--- src/rtl/two_level_bitmap_set_pred_succ_assert.svh ---
// Assertion macros used by the checked module.
`ifndef TWO_LEVEL_BITMAP_SET_PRED_SUCC_ASSERT_SVH
`define TWO_LEVEL_BITMAP_SET_PRED_SUCC_ASSERT_SVH

// Same-cycle implication, disabled while in reset.
`define TLBS_ASSERT_IMP(lbl, clk, rst, ante, cons) \
   lbl: assert property (@(posedge clk) disable iff (rst) (ante) |-> (cons)) \
      else $error("tlbs assertion failed");

// Next-cycle implication, disabled while in reset.
`define TLBS_ASSERT_NEXT(lbl, clk, rst, ante, cons) \
   lbl: assert property (@(posedge clk) disable iff (rst) (ante) |=> (cons)) \
      else $error("tlbs assertion failed");

`endif

--- src/rtl/tlbs_pkg.sv ---
package tlbs_pkg;

   // Fixed field widths of the stream payload
   localparam int KEY_W      = 10;
   localparam int KIND_W     = 2;
   localparam int REQ_DATA_W = 16;
   localparam int RSP_DATA_W = 32;
   localparam int RSP_USER_W = 1;

   // Default geometry of the set
   localparam int DEF_UNIVERSE = 1024;
   localparam int DEF_ROW_BITS = 32;

   // Item kinds carried in req_tuser
   typedef enum logic [KIND_W-1:0] {
      KIND_INSERT = 2'd0,
      KIND_PRED   = 2'd1,
      KIND_SUCC   = 2'd2
   } kind_type;

endpackage

--- src/rtl/tlbs_ram.sv ---
module tlbs_ram #(
   parameter int WIDTH = 32,
   parameter int DEPTH = 32
) (
   input  logic                                   clock,
   input  logic                                   wr_en,
   input  logic [((DEPTH > 1) ? $clog2(DEPTH) : 1)-1:0] wr_addr,
   input  logic [WIDTH-1:0]                       wr_data,
   input  logic [((DEPTH > 1) ? $clog2(DEPTH) : 1)-1:0] rd_addr,
   output logic [WIDTH-1:0]                       rd_data
);

   logic [WIDTH-1:0] mem_ff [DEPTH];
   logic [WIDTH-1:0] rd_data_ff;

   // Write one word, read one word registered
   always_ff @(posedge clock) begin
      if (wr_en) begin
         mem_ff[wr_addr] <= wr_data;
      end
      rd_data_ff <= mem_ff[rd_addr];
   end

   assign rd_data = rd_data_ff;

endmodule

--- src/rtl/tlbs_find.sv ---
module tlbs_find #(
   parameter int W = 32
) (
   input  logic [W-1:0]         word,
   input  logic [W-1:0]         mask,
   input  logic                 find_high,
   output logic                 found,
   output logic [$clog2(W)-1:0] pos
);

   localparam int PW = $clog2(W);

   logic [W-1:0] hits;

   assign hits  = word & mask;
   assign found = |hits;

   // Priority-encode the highest or the lowest set bit
   always_comb begin
      pos = '0;
      if (find_high) begin
         for (int j = 0; j < W; j++) begin
            if (hits[j]) pos = PW'(j);
         end
      end else begin
         for (int j = W - 1; j >= 0; j--) begin
            if (hits[j]) pos = PW'(j);
         end
      end
   end

endmodule

--- src/rtl/two_level_bitmap_set_pred_succ.sv ---
// Two-level bitmap integer set with insert, predecessor and successor.
// Input beats on req_*: req_tuser is the kind (insert, predecessor, successor),
// req_tdata[9:0] the key. Each accepted beat gives exactly one rsp_* beat with
// the answer, a found flag in rsp_tuser, and the current max, min and
// non-empty flag. Keys sit in rows of ROW_BITS bits (ROW_BITS a power
// of two) in a RAM; a summary bit per row marks rows that hold members.
// One bit-finder is shared by every search step under a small sequencer; the
// RAM read port sets the pace (one row per cycle, read data registered).
// Path from accept to rsp_tvalid: kind 3 and an out-of-range key that needs
// no search go straight to S_OUT; insert passes S_INS, and a query answered in
// its own row passes S_ROW, before S_OUT; any other query goes from S_ROW to
// S_SUM, which scans G summary words (from 1 up to ceil(rows / ROW_BITS)),
// then to S_ROW2 when a member is found, and then to S_OUT.
// The block takes one item at a time: req_tready is high only when idle, so
// the next item is accepted only once the last one has left S_OUT.
// A result waits in an output register; a new item is accepted meanwhile, and
// its own result is held back until rsp_tready takes the waiting one.
// Synchronous reset empties the set at once (summary bits act as row valids).
`include "two_level_bitmap_set_pred_succ_assert.svh"

module two_level_bitmap_set_pred_succ #(
   parameter int UNIVERSE = tlbs_pkg::DEF_UNIVERSE,
   parameter int ROW_BITS = tlbs_pkg::DEF_ROW_BITS
) (
   input  logic                            clock,
   input  logic                            reset,
   input  logic                            req_tvalid,
   output logic                            req_tready,
   input  logic [tlbs_pkg::REQ_DATA_W-1:0] req_tdata,  // [9:0] key
   input  logic [tlbs_pkg::KIND_W-1:0]     req_tuser,  // [1:0] kind
   output logic                            rsp_tvalid,
   input  logic                            rsp_tready,
   // [9:0] answer_key, [19:10] max_key, [29:20] min_key, [30] nonempty
   output logic [tlbs_pkg::RSP_DATA_W-1:0] rsp_tdata,
   output logic [tlbs_pkg::RSP_USER_W-1:0] rsp_tuser   // [0] found
);

   import tlbs_pkg::*;

   localparam int CB     = $clog2(ROW_BITS);
   localparam int NC     = (UNIVERSE + ROW_BITS - 1) / ROW_BITS;
   localparam int CIW    = (NC > 1) ? $clog2(NC) : 1;
   localparam int NG     = (NC + ROW_BITS - 1) / ROW_BITS;
   localparam int GW     = (NG > 1) ? $clog2(NG) : 1;
   localparam int SPW    = NG * ROW_BITS;
   localparam int UB     = $clog2(UNIVERSE) + 1;
   localparam int CMP_W  = (UB > KEY_W) ? UB : KEY_W;
   localparam int RSP_PAD = RSP_DATA_W - 3 * KEY_W - 1;
   localparam logic [CIW-1:0] LAST_C = CIW'(NC - 1);
   localparam logic [GW-1:0]  LAST_G = GW'(NG - 1);

   typedef enum logic [2:0] {
      S_IDLE,
      S_ROW,
      S_INS,
      S_SUM,
      S_ROW2,
      S_OUT
   } state_type;

   // Control and set state
   state_type         state_ff, state_in;
   logic [NC-1:0]     summary_ff, summary_in;
   logic [KEY_W-1:0]  max_ff, max_in, min_ff, min_in;
   logic              nonempty_ff, nonempty_in;
   logic              rsp_valid_ff, rsp_valid_in;
   logic              first_ff, first_in;

   // Per-item payload
   kind_type          kind_ff, kind_in;
   logic [KEY_W-1:0]  key_ff, key_in;
   logic [CIW-1:0]    c_ff, c_in;
   logic [CB-1:0]     off_ff, off_in;
   logic              oor_ff, oor_in;
   logic [GW-1:0]     g_ff, g_in;
   logic [KEY_W-1:0]  ans_ff, ans_in;
   logic              hit_ff, hit_in;

   // Result register
   logic [KEY_W-1:0]  rsp_ans_ff, rsp_ans_in, rsp_max_ff, rsp_max_in;
   logic [KEY_W-1:0]  rsp_min_ff, rsp_min_in;
   logic              rsp_hit_ff, rsp_hit_in, rsp_ne_ff, rsp_ne_in;

   // Datapath
   logic [KEY_W-1:0]    req_key;
   kind_type            req_kind;
   logic                req_oor;
   logic [CIW-1:0]      req_c;
   logic [CIW-1:0]      rd_addr;
   logic [ROW_BITS-1:0] rd_data, row_word, wr_data;
   logic [ROW_BITS-1:0] below_m, above_m, gbelow_m, gabove_m;
   logic [CB-1:0]       within_c;
   logic [SPW-1:0]      sum_pad;
   logic [ROW_BITS-1:0] sum_word;
   logic [ROW_BITS-1:0] f_word, f_mask;
   logic                f_high, f_found;
   logic [CB-1:0]       f_pos;
   logic [CIW-1:0]      sum_c;
   logic                is_pred;

   // Decode the incoming beat
   assign req_key  = req_tdata[KEY_W-1:0];
   assign req_kind = kind_type'(req_tuser);
   assign req_oor  = (CMP_W'(req_key) >= CMP_W'(UNIVERSE));
   assign req_c    = CIW'(req_key >> CB);
   assign req_tready = (state_ff == S_IDLE);

   // Rows whose summary bit is clear read as empty
   assign row_word = summary_ff[c_ff] ? rd_data : '0;
   assign wr_data  = row_word | (ROW_BITS'(1) << off_ff);
   assign within_c = CB'(c_ff);
   assign sum_pad  = SPW'(summary_ff);
   assign sum_word = sum_pad[g_ff * ROW_BITS +: ROW_BITS];
   assign sum_c    = CIW'({g_ff, f_pos});
   assign is_pred  = (kind_ff == KIND_PRED);

   // Position masks inside a row and inside a summary word
   always_comb begin
      for (int j = 0; j < ROW_BITS; j++) begin
         below_m[j]  = oor_ff || (CB'(j) < off_ff);
         above_m[j]  = (CB'(j) > off_ff);
         gbelow_m[j] = (CB'(j) < within_c);
         gabove_m[j] = (CB'(j) > within_c);
      end
   end

   // Feed the shared bit-finder
   always_comb begin
      f_word = '0;
      f_mask = '0;
      f_high = is_pred;
      unique case (state_ff)
         S_ROW: begin
            f_word = row_word;
            f_mask = is_pred ? below_m : above_m;
         end
         S_SUM: begin
            f_word = sum_word;
            if (first_ff) f_mask = is_pred ? gbelow_m : gabove_m;
            else          f_mask = '1;
         end
         S_ROW2: begin
            f_word = row_word;
            f_mask = '1;
         end
         default: begin
            f_word = '0;
         end
      endcase
   end

   tlbs_find #(
      .W (ROW_BITS)
   ) u_find (
      .word      (f_word),
      .mask      (f_mask),
      .find_high (f_high),
      .found     (f_found),
      .pos       (f_pos)
   );

   // Row read address: new key when idle, found cluster during the scan
   assign rd_addr = (state_ff == S_SUM) ? sum_c
                  : ((req_oor && req_kind == KIND_PRED) ? LAST_C : req_c);

   tlbs_ram #(
      .WIDTH (ROW_BITS),
      .DEPTH (NC)
   ) u_rows (
      .clock   (clock),
      .wr_en   (state_ff == S_INS),
      .wr_addr (c_ff),
      .wr_data (wr_data),
      .rd_addr (rd_addr),
      .rd_data (rd_data)
   );

   // Sequencer
   always_comb begin
      state_in     = state_ff;
      summary_in   = summary_ff;
      max_in       = max_ff;
      min_in       = min_ff;
      nonempty_in  = nonempty_ff;
      rsp_valid_in = rsp_valid_ff;
      first_in     = first_ff;
      kind_in      = kind_ff;
      key_in       = key_ff;
      c_in         = c_ff;
      off_in       = off_ff;
      oor_in       = oor_ff;
      g_in         = g_ff;
      ans_in       = ans_ff;
      hit_in       = hit_ff;
      rsp_ans_in   = rsp_ans_ff;
      rsp_max_in   = rsp_max_ff;
      rsp_min_in   = rsp_min_ff;
      rsp_hit_in   = rsp_hit_ff;
      rsp_ne_in    = rsp_ne_ff;

      // Drop the result once taken
      if (rsp_valid_ff && rsp_tready) rsp_valid_in = 1'b0;

      unique case (state_ff)
         S_IDLE: begin
            if (req_tvalid) begin
               kind_in = req_kind;
               key_in  = req_key;
               off_in  = CB'(req_key);
               oor_in  = req_oor;
               c_in    = (req_oor && req_kind == KIND_PRED) ? LAST_C : req_c;
               ans_in  = '0;
               hit_in  = 1'b0;
               unique case (req_kind)
                  KIND_INSERT: state_in = req_oor ? S_OUT : S_INS;
                  KIND_PRED:   state_in = S_ROW;
                  KIND_SUCC:   state_in = req_oor ? S_OUT : S_ROW;
                  default:     state_in = S_OUT;
               endcase
            end
         end
         S_ROW: begin
            if (f_found) begin
               ans_in   = KEY_W'({c_ff, f_pos});
               hit_in   = 1'b1;
               state_in = S_OUT;
            end else begin
               g_in     = GW'(c_ff >> CB);
               first_in = 1'b1;
               state_in = S_SUM;
            end
         end
         S_SUM: begin
            first_in = 1'b0;
            if (f_found) begin
               c_in     = sum_c;
               state_in = S_ROW2;
            end else if (is_pred && g_ff != '0) begin
               g_in = g_ff - GW'(1);
            end else if (!is_pred && g_ff != LAST_G) begin
               g_in = g_ff + GW'(1);
            end else begin
               state_in = S_OUT;
            end
         end
         S_ROW2: begin
            ans_in   = f_found ? KEY_W'({c_ff, f_pos}) : '0;
            hit_in   = f_found;
            state_in = S_OUT;
         end
         S_INS: begin
            summary_in[c_ff] = 1'b1;
            nonempty_in      = 1'b1;
            if (!nonempty_ff) begin
               max_in = key_ff;
               min_in = key_ff;
            end else begin
               if (key_ff > max_ff) max_in = key_ff;
               if (key_ff < min_ff) min_in = key_ff;
            end
            state_in = S_OUT;
         end
         S_OUT: begin
            // Hold until the output register is free
            if (!rsp_valid_ff || rsp_tready) begin
               rsp_valid_in = 1'b1;
               rsp_ans_in   = ans_ff;
               rsp_hit_in   = hit_ff;
               rsp_max_in   = max_ff;
               rsp_min_in   = min_ff;
               rsp_ne_in    = nonempty_ff;
               state_in     = S_IDLE;
            end
         end
         default: begin
            state_in = S_IDLE;
         end
      endcase
   end

   // State, set contents and registered outputs
   always_ff @(posedge clock) begin
      kind_ff    <= kind_in;
      key_ff     <= key_in;
      c_ff       <= c_in;
      off_ff     <= off_in;
      oor_ff     <= oor_in;
      g_ff       <= g_in;
      ans_ff     <= ans_in;
      hit_ff     <= hit_in;
      rsp_ans_ff <= rsp_ans_in;
      rsp_max_ff <= rsp_max_in;
      rsp_min_ff <= rsp_min_in;
      rsp_hit_ff <= rsp_hit_in;
      rsp_ne_ff  <= rsp_ne_in;
      if (reset) begin
         state_ff     <= S_IDLE;
         summary_ff   <= '0;
         max_ff       <= '0;
         min_ff       <= '0;
         nonempty_ff  <= 1'b0;
         rsp_valid_ff <= 1'b0;
         first_ff     <= 1'b0;
      end else begin
         state_ff     <= state_in;
         summary_ff   <= summary_in;
         max_ff       <= max_in;
         min_ff       <= min_in;
         nonempty_ff  <= nonempty_in;
         rsp_valid_ff <= rsp_valid_in;
         first_ff     <= first_in;
      end
   end

   assign rsp_tvalid = rsp_valid_ff;
   assign rsp_tdata  = {{RSP_PAD{1'b0}}, rsp_ne_ff, rsp_min_ff, rsp_max_ff, rsp_ans_ff};
   assign rsp_tuser  = rsp_hit_ff;

   // Checks
   `TLBS_ASSERT_NEXT(a_take_one, clock, reset, req_tvalid && req_tready, !req_tready)
   `TLBS_ASSERT_IMP(a_found_nonempty, clock, reset, rsp_valid_ff && rsp_hit_ff, rsp_ne_ff)
   `TLBS_ASSERT_IMP(a_min_le_max, clock, reset, rsp_valid_ff && rsp_ne_ff, rsp_min_ff <= rsp_max_ff)
   `TLBS_ASSERT_IMP(a_ins_marks, clock, reset, state_ff == S_OUT && $past(state_ff) == S_INS, nonempty_ff && summary_ff[c_ff])

endmodule
--- config.mk ---
export PLATFORM = sky130hd
export DESIGN_NAME = two_level_bitmap_set_pred_succ
export DESIGN_NICKNAME = d
export VERILOG_FILES = /design/src/rtl/tlbs_pkg.sv /design/src/rtl/tlbs_ram.sv /design/src/rtl/tlbs_find.sv /design/src/rtl/two_level_bitmap_set_pred_succ.sv
export VERILOG_INCLUDE_DIRS = /design/src /design/src/rtl
export SDC_FILE = /design/constraint.sdc
export NUM_CORES = 2
export LEC_CHECK = 0
export BUFFER_PORTS_ARGS = -buffer_cell sky130_fd_sc_hd__buf_2
export CORE_MARGIN = 2
export CORE_UTILIZATION = 50
export DETAILED_ROUTE_END_ITERATION = 10
export GPL_TIMING_DRIVEN = 0
export PLACE_DENSITY = 0.65
export SYNTH_ARGS = -nofsm -noshare
export SYNTH_HDL_FRONTEND = slang
export SYNTH_SLANG_ARGS = --single-unit
--- constraint.sdc ---
create_clock -name clock -period 13.4 [get_ports clock]
set_input_delay 2.68 -clock clock [delete_from_list [all_inputs] [get_ports clock]]
set_output_delay 2.68 -clock clock [all_outputs]
set_load 0.01 [all_outputs]
==> results.yml <==
run_status:
  result_of_the_run: "finished, final reports clean"
synth:
  synth-warning-count: 0
  main_area_contributors_after_synthesis: "sky130_fd_sc_hd__edfxtp_1 66%, sky130_fd_sc_hd__mux2i_1 6.3%, sky130_fd_sc_hd__nand2_1 5.0%"
  ys_seq_elements: 1175
  synthesis.nets: 3701
  syn-cell-area_um2: 49500
  post_synth_inst_count: 3660
  synth-edff-count: 1085
  synth_top_flop_cell: "sky130_fd_sc_hd__edfxtp_1"
  syn_avg_cell_area_um2: 13.5
  synth.top_cell.area_share_pct: 65.8
  ys_async_sr_fraction_pct: 0
  netlist-cell-type-count: 90
  synth_top_area_cell: "sky130_fd_sc_hd__edfxtp_1"
  ys_seq_area_share_pct: 69.4
hold_path:
  whs_endpoint: "rsp_ans_ff[6]"
  startpoint_of_the_lowest_slack_hold_path: "ans_ff[6]"
  hold_path.class: "register to register"
  hold_path_depth: 0
critical_path:
  crit_fanout: 10
  r2r-start: "c_ff[2]"
  required_ps: 13970
  crit_type: "register to register"
  cp-startpoint: "c_ff[2]"
  timing.reg2reg.worst_path_depth: 16
  worstReg2RegEnd: "u_rows.rd_data[14]"
  worst_setup_path_end_kind: "register"
  timing.critical_path.arrival_ps: 8940
  timing.reg2reg.setup_slack_ps: 5040
  crit_path_start_kind: "register"
place:
  dp.final_hpwl_um: 120000
  place.port_buffers: 48
  cell_area_after_placement_um2: 53000
  globalplace.congestion: 1.04
floorplan:
  standard_cell_row_count: 115
  die_width_um: 319
  fp.coreArea_um2: 98300
  initial_cell_density_of_the_core_pct: 50.4
  die-height_um: 319
  die_area_um2: 102000
  ios: 57
clock_network:
  ctsHoldBuffers: 0
  cts_root_buf: "sky130_fd_sc_hd__clkbuf_16"
  clock_tree.htree_level_count: 3
  post_cts.repair.setup_buffers: 0
  cts_buffer_depth: 3
  cts_sinks: 1175
  cts_inserted_buffers: 116
  post_cts_resize_count: 0
  cts.reportedPaths.clkPinSlew_ps: 60
  clock_insertion_delay_worst_skew_ps: 740
  cts_tree: "yes"
sta:
  final-hold-violation-count: 0
  tns_ps: 0
  timing_worst_slew_pin_value_ps: 1470
  clock-skew-final_ps: 57.4
  final_min_period_over_clock_period_pct: 62.4
  whs_ps: 417
  clock.fmax_mhz: 120
  timing.slew.headroom_pct: 1.70
  timing.final.setup_violations: 0
  final_number_of_max_transition_violations: 0
  rsz0062_at_grt: "no"
  final.min_clock_period_ps: 8360
detailed_routing:
  drc_errors: 0
  drtAntennaViolNets: 0
  initialDrtViolationCount: 4354
  detail_route.vias_per_cell: 6.37
  drt-wirelength-per-cell_um: 31.9
  drt-pass1-iter-count: 8
  via_count: 33600
  finalWirelength_um: 168000
cells_and_area:
  syn_to_final_growth_pct: 14.3
  finish.instance_area_um2: 56600
  multi_input_area_um2: 14200
  nFillCells: 7775
  layout.nets: 3934
  area.sequential_um2: 34400
  post-route-util_pct: 57.6
  layout-drive-gt1-share_pct: 13.6
pwr:
  p_leak_nw: 19.9
  fin_total_pwr_mw: 11.3
  irDropWorstVdd_uv: 143
  cellPowerDensity_nw_per_um2: 200
global_routing:
  globalRoute.totalOverflow: 0
  number_of_antenna_violations_at_the_first_check_in_global_routing: 3
  grt_first_pass_wirelength_um: 235000
  grt_use_total_pct: 32.6
  grt_start_max_net_pins: 33
  number_of_global_route_vias_before_repair: 31900
flow_run:
  drv_cap: 0
-- worst max path at each step --
stage	end	slack, ps
3_3_place_gp	u_rows.rd_data[9]	5180
5_1_grt	u_rows.rd_data[14]	5170
4_1_cts	u_rows.rd_data[14]	5490
3_5_place_dp	u_rows.rd_data[14]	5480
6_report	u_rows.rd_data[14]	5040
2_1_floorplan	rsp_ans_ff[0]	7970
-- stage by stage --
step           std cells  setup WS [ps]
3_5_place_dp        5061           5480
4_1_cts             5276           5490
6_report            5278           5040
2_1_floorplan       3660           7970
5_1_grt             5277           5170
3_3_place_gp        4995           5180
-- Yosys cell counts (all sizes together), types with 8 or more instances --
cell,count
ha,19
o211ai,10
nand4,9
nand3,94
nand3b,8
o31ai,19
clkbuf,99
or3,17
nand2b,12
nand2,655
a311oi,41
dfxtp,90
a22oi,35
a2111oi,9
nor3,35
and2,24
mux2i,312
inv,42
a31oi,23
o21ai,58
nor4,42
a22o,17
or2,13
edfxtp,1085
a211oi,50
o211a,10
o21ba,9
buf,153
a21o,16
nor2b,8
nor2,176
o21a,10
a32oi,131
and3,42
a21oi,169
-- logic make-up (layout without fill, tap and decap cells) --
family | count (synthesis) | after routing | synth area share [%]
other | 1 | 2 | 0.00757
buffers and inverters | 294 | 624 | 2.71
and+or+nand+nor | 1154 | 1154 | 10.2
xor gates and xnor gates | 2 | 2 | 0.0354
AOI/OAI and AO/OA | 693 | 693 | 10.5
adders and majority gates | 19 | 19 | 0.480
muxes | 322 | 322 | 6.67
DFF | 1175 | 1175 | 69.4
-- placed cells by master (no fill, tap or decap), types with 15 or more instances in the layout --
cell                        count
sky130_fd_sc_hd__nor3_1        28
sky130_fd_sc_hd__a211oi_1      18
sky130_fd_sc_hd__buf_16        24
sky130_fd_sc_hd__clkbuf_1     135
sky130_fd_sc_hd__o21ai_0       42
sky130_fd_sc_hd__buf_2        159
sky130_fd_sc_hd__ha_1          19
sky130_fd_sc_hd__o31ai_1       18
sky130_fd_sc_hd__a211oi_2      32
sky130_fd_sc_hd__dfxtp_1       90
sky130_fd_sc_hd__a22oi_1       35
sky130_fd_sc_hd__nor2_1       147
sky130_fd_sc_hd__nand2_1      653
sky130_fd_sc_hd__a31oi_1       23
sky130_fd_sc_hd__a32oi_1      131
sky130_fd_sc_hd__buf_6         20
sky130_fd_sc_hd__or3_1         16
sky130_fd_sc_hd__and3_1        42
sky130_fd_sc_hd__a311oi_1      41
sky130_fd_sc_hd__a21o_1        15
sky130_fd_sc_hd__buf_1         21
sky130_fd_sc_hd__and2_1        24
sky130_fd_sc_hd__buf_4         24
sky130_fd_sc_hd__mux2i_1      312
sky130_fd_sc_hd__inv_1         39
sky130_fd_sc_hd__nor4_1        41
sky130_fd_sc_hd__clkinv_1      33
sky130_fd_sc_hd__edfxtp_1    1085
sky130_fd_sc_hd__a21oi_1      167
sky130_fd_sc_hd__nand3_1       93
sky130_fd_sc_hd__clkbuf_16    116
sky130_fd_sc_hd__nor2_4        27
-- worst max-delay path: stages, from the launching register on --
cell and delay [ps]:
sky130_fd_sc_hd__edfxtp_1 690, sky130_fd_sc_hd__clkbuf_1 660, sky130_fd_sc_hd__mux2i_1 360, sky130_fd_sc_hd__o2111a_1 370
sky130_fd_sc_hd__nor3_2 960, sky130_fd_sc_hd__a32o_1 370, sky130_fd_sc_hd__a2111oi_0 110, sky130_fd_sc_hd__nor4_1 1140
sky130_fd_sc_hd__a2111oi_0 260, sky130_fd_sc_hd__buf_2 250, sky130_fd_sc_hd__o21ai_1 80, sky130_fd_sc_hd__nand4_1 400
sky130_fd_sc_hd__mux2_2 540, sky130_fd_sc_hd__nor2_1 580, sky130_fd_sc_hd__clkbuf_1 540, sky130_fd_sc_hd__a22oi_1 390
sky130_fd_sc_hd__a211oi_2 480
-- cell type report --
cell class | count | share of cell area (%)
clock inverters | 61 | 0.838
diodes | 1 | 0.00442
flip-flops and latches | 1175 | 60.7
well taps | 1287 | 2.84
repair buffers | 115 | 2.65
inverters | 42 | 0.283
plain buffers | 252 | 2.09
clock buffers | 154 | 5.42
multi-input cells | 2191 | 25.1
-- routing by layer --
metal,GRT usage [%],vias up,part of all wire (%)
met2,50.2,1985,45
met3,6.01,400,10
li1,-,14500,-
met5,0,-,0
met4,18.1,0,6.4
met1,44.1,16700,39
-- where the power goes --
part	internal, mW	switching (mW)
clock	1.68	1.39
sequential	4.61	0.151
combinational	0.893	2.60
-- sequential cells by signal, summed over array words and instances (netlist names), 10 cells and up --
register,cells
sum_pad,32
max_ff,10
rsp_min_ff,10
rsp_max_ff,10
rsp_ans_ff,10
key_ff,10
min_ff,10
u_rows.mem_ff,1024
u_rows.rd_data,32
ans_ff,10
Note: power is estimated with default switching activity, not from simulation.
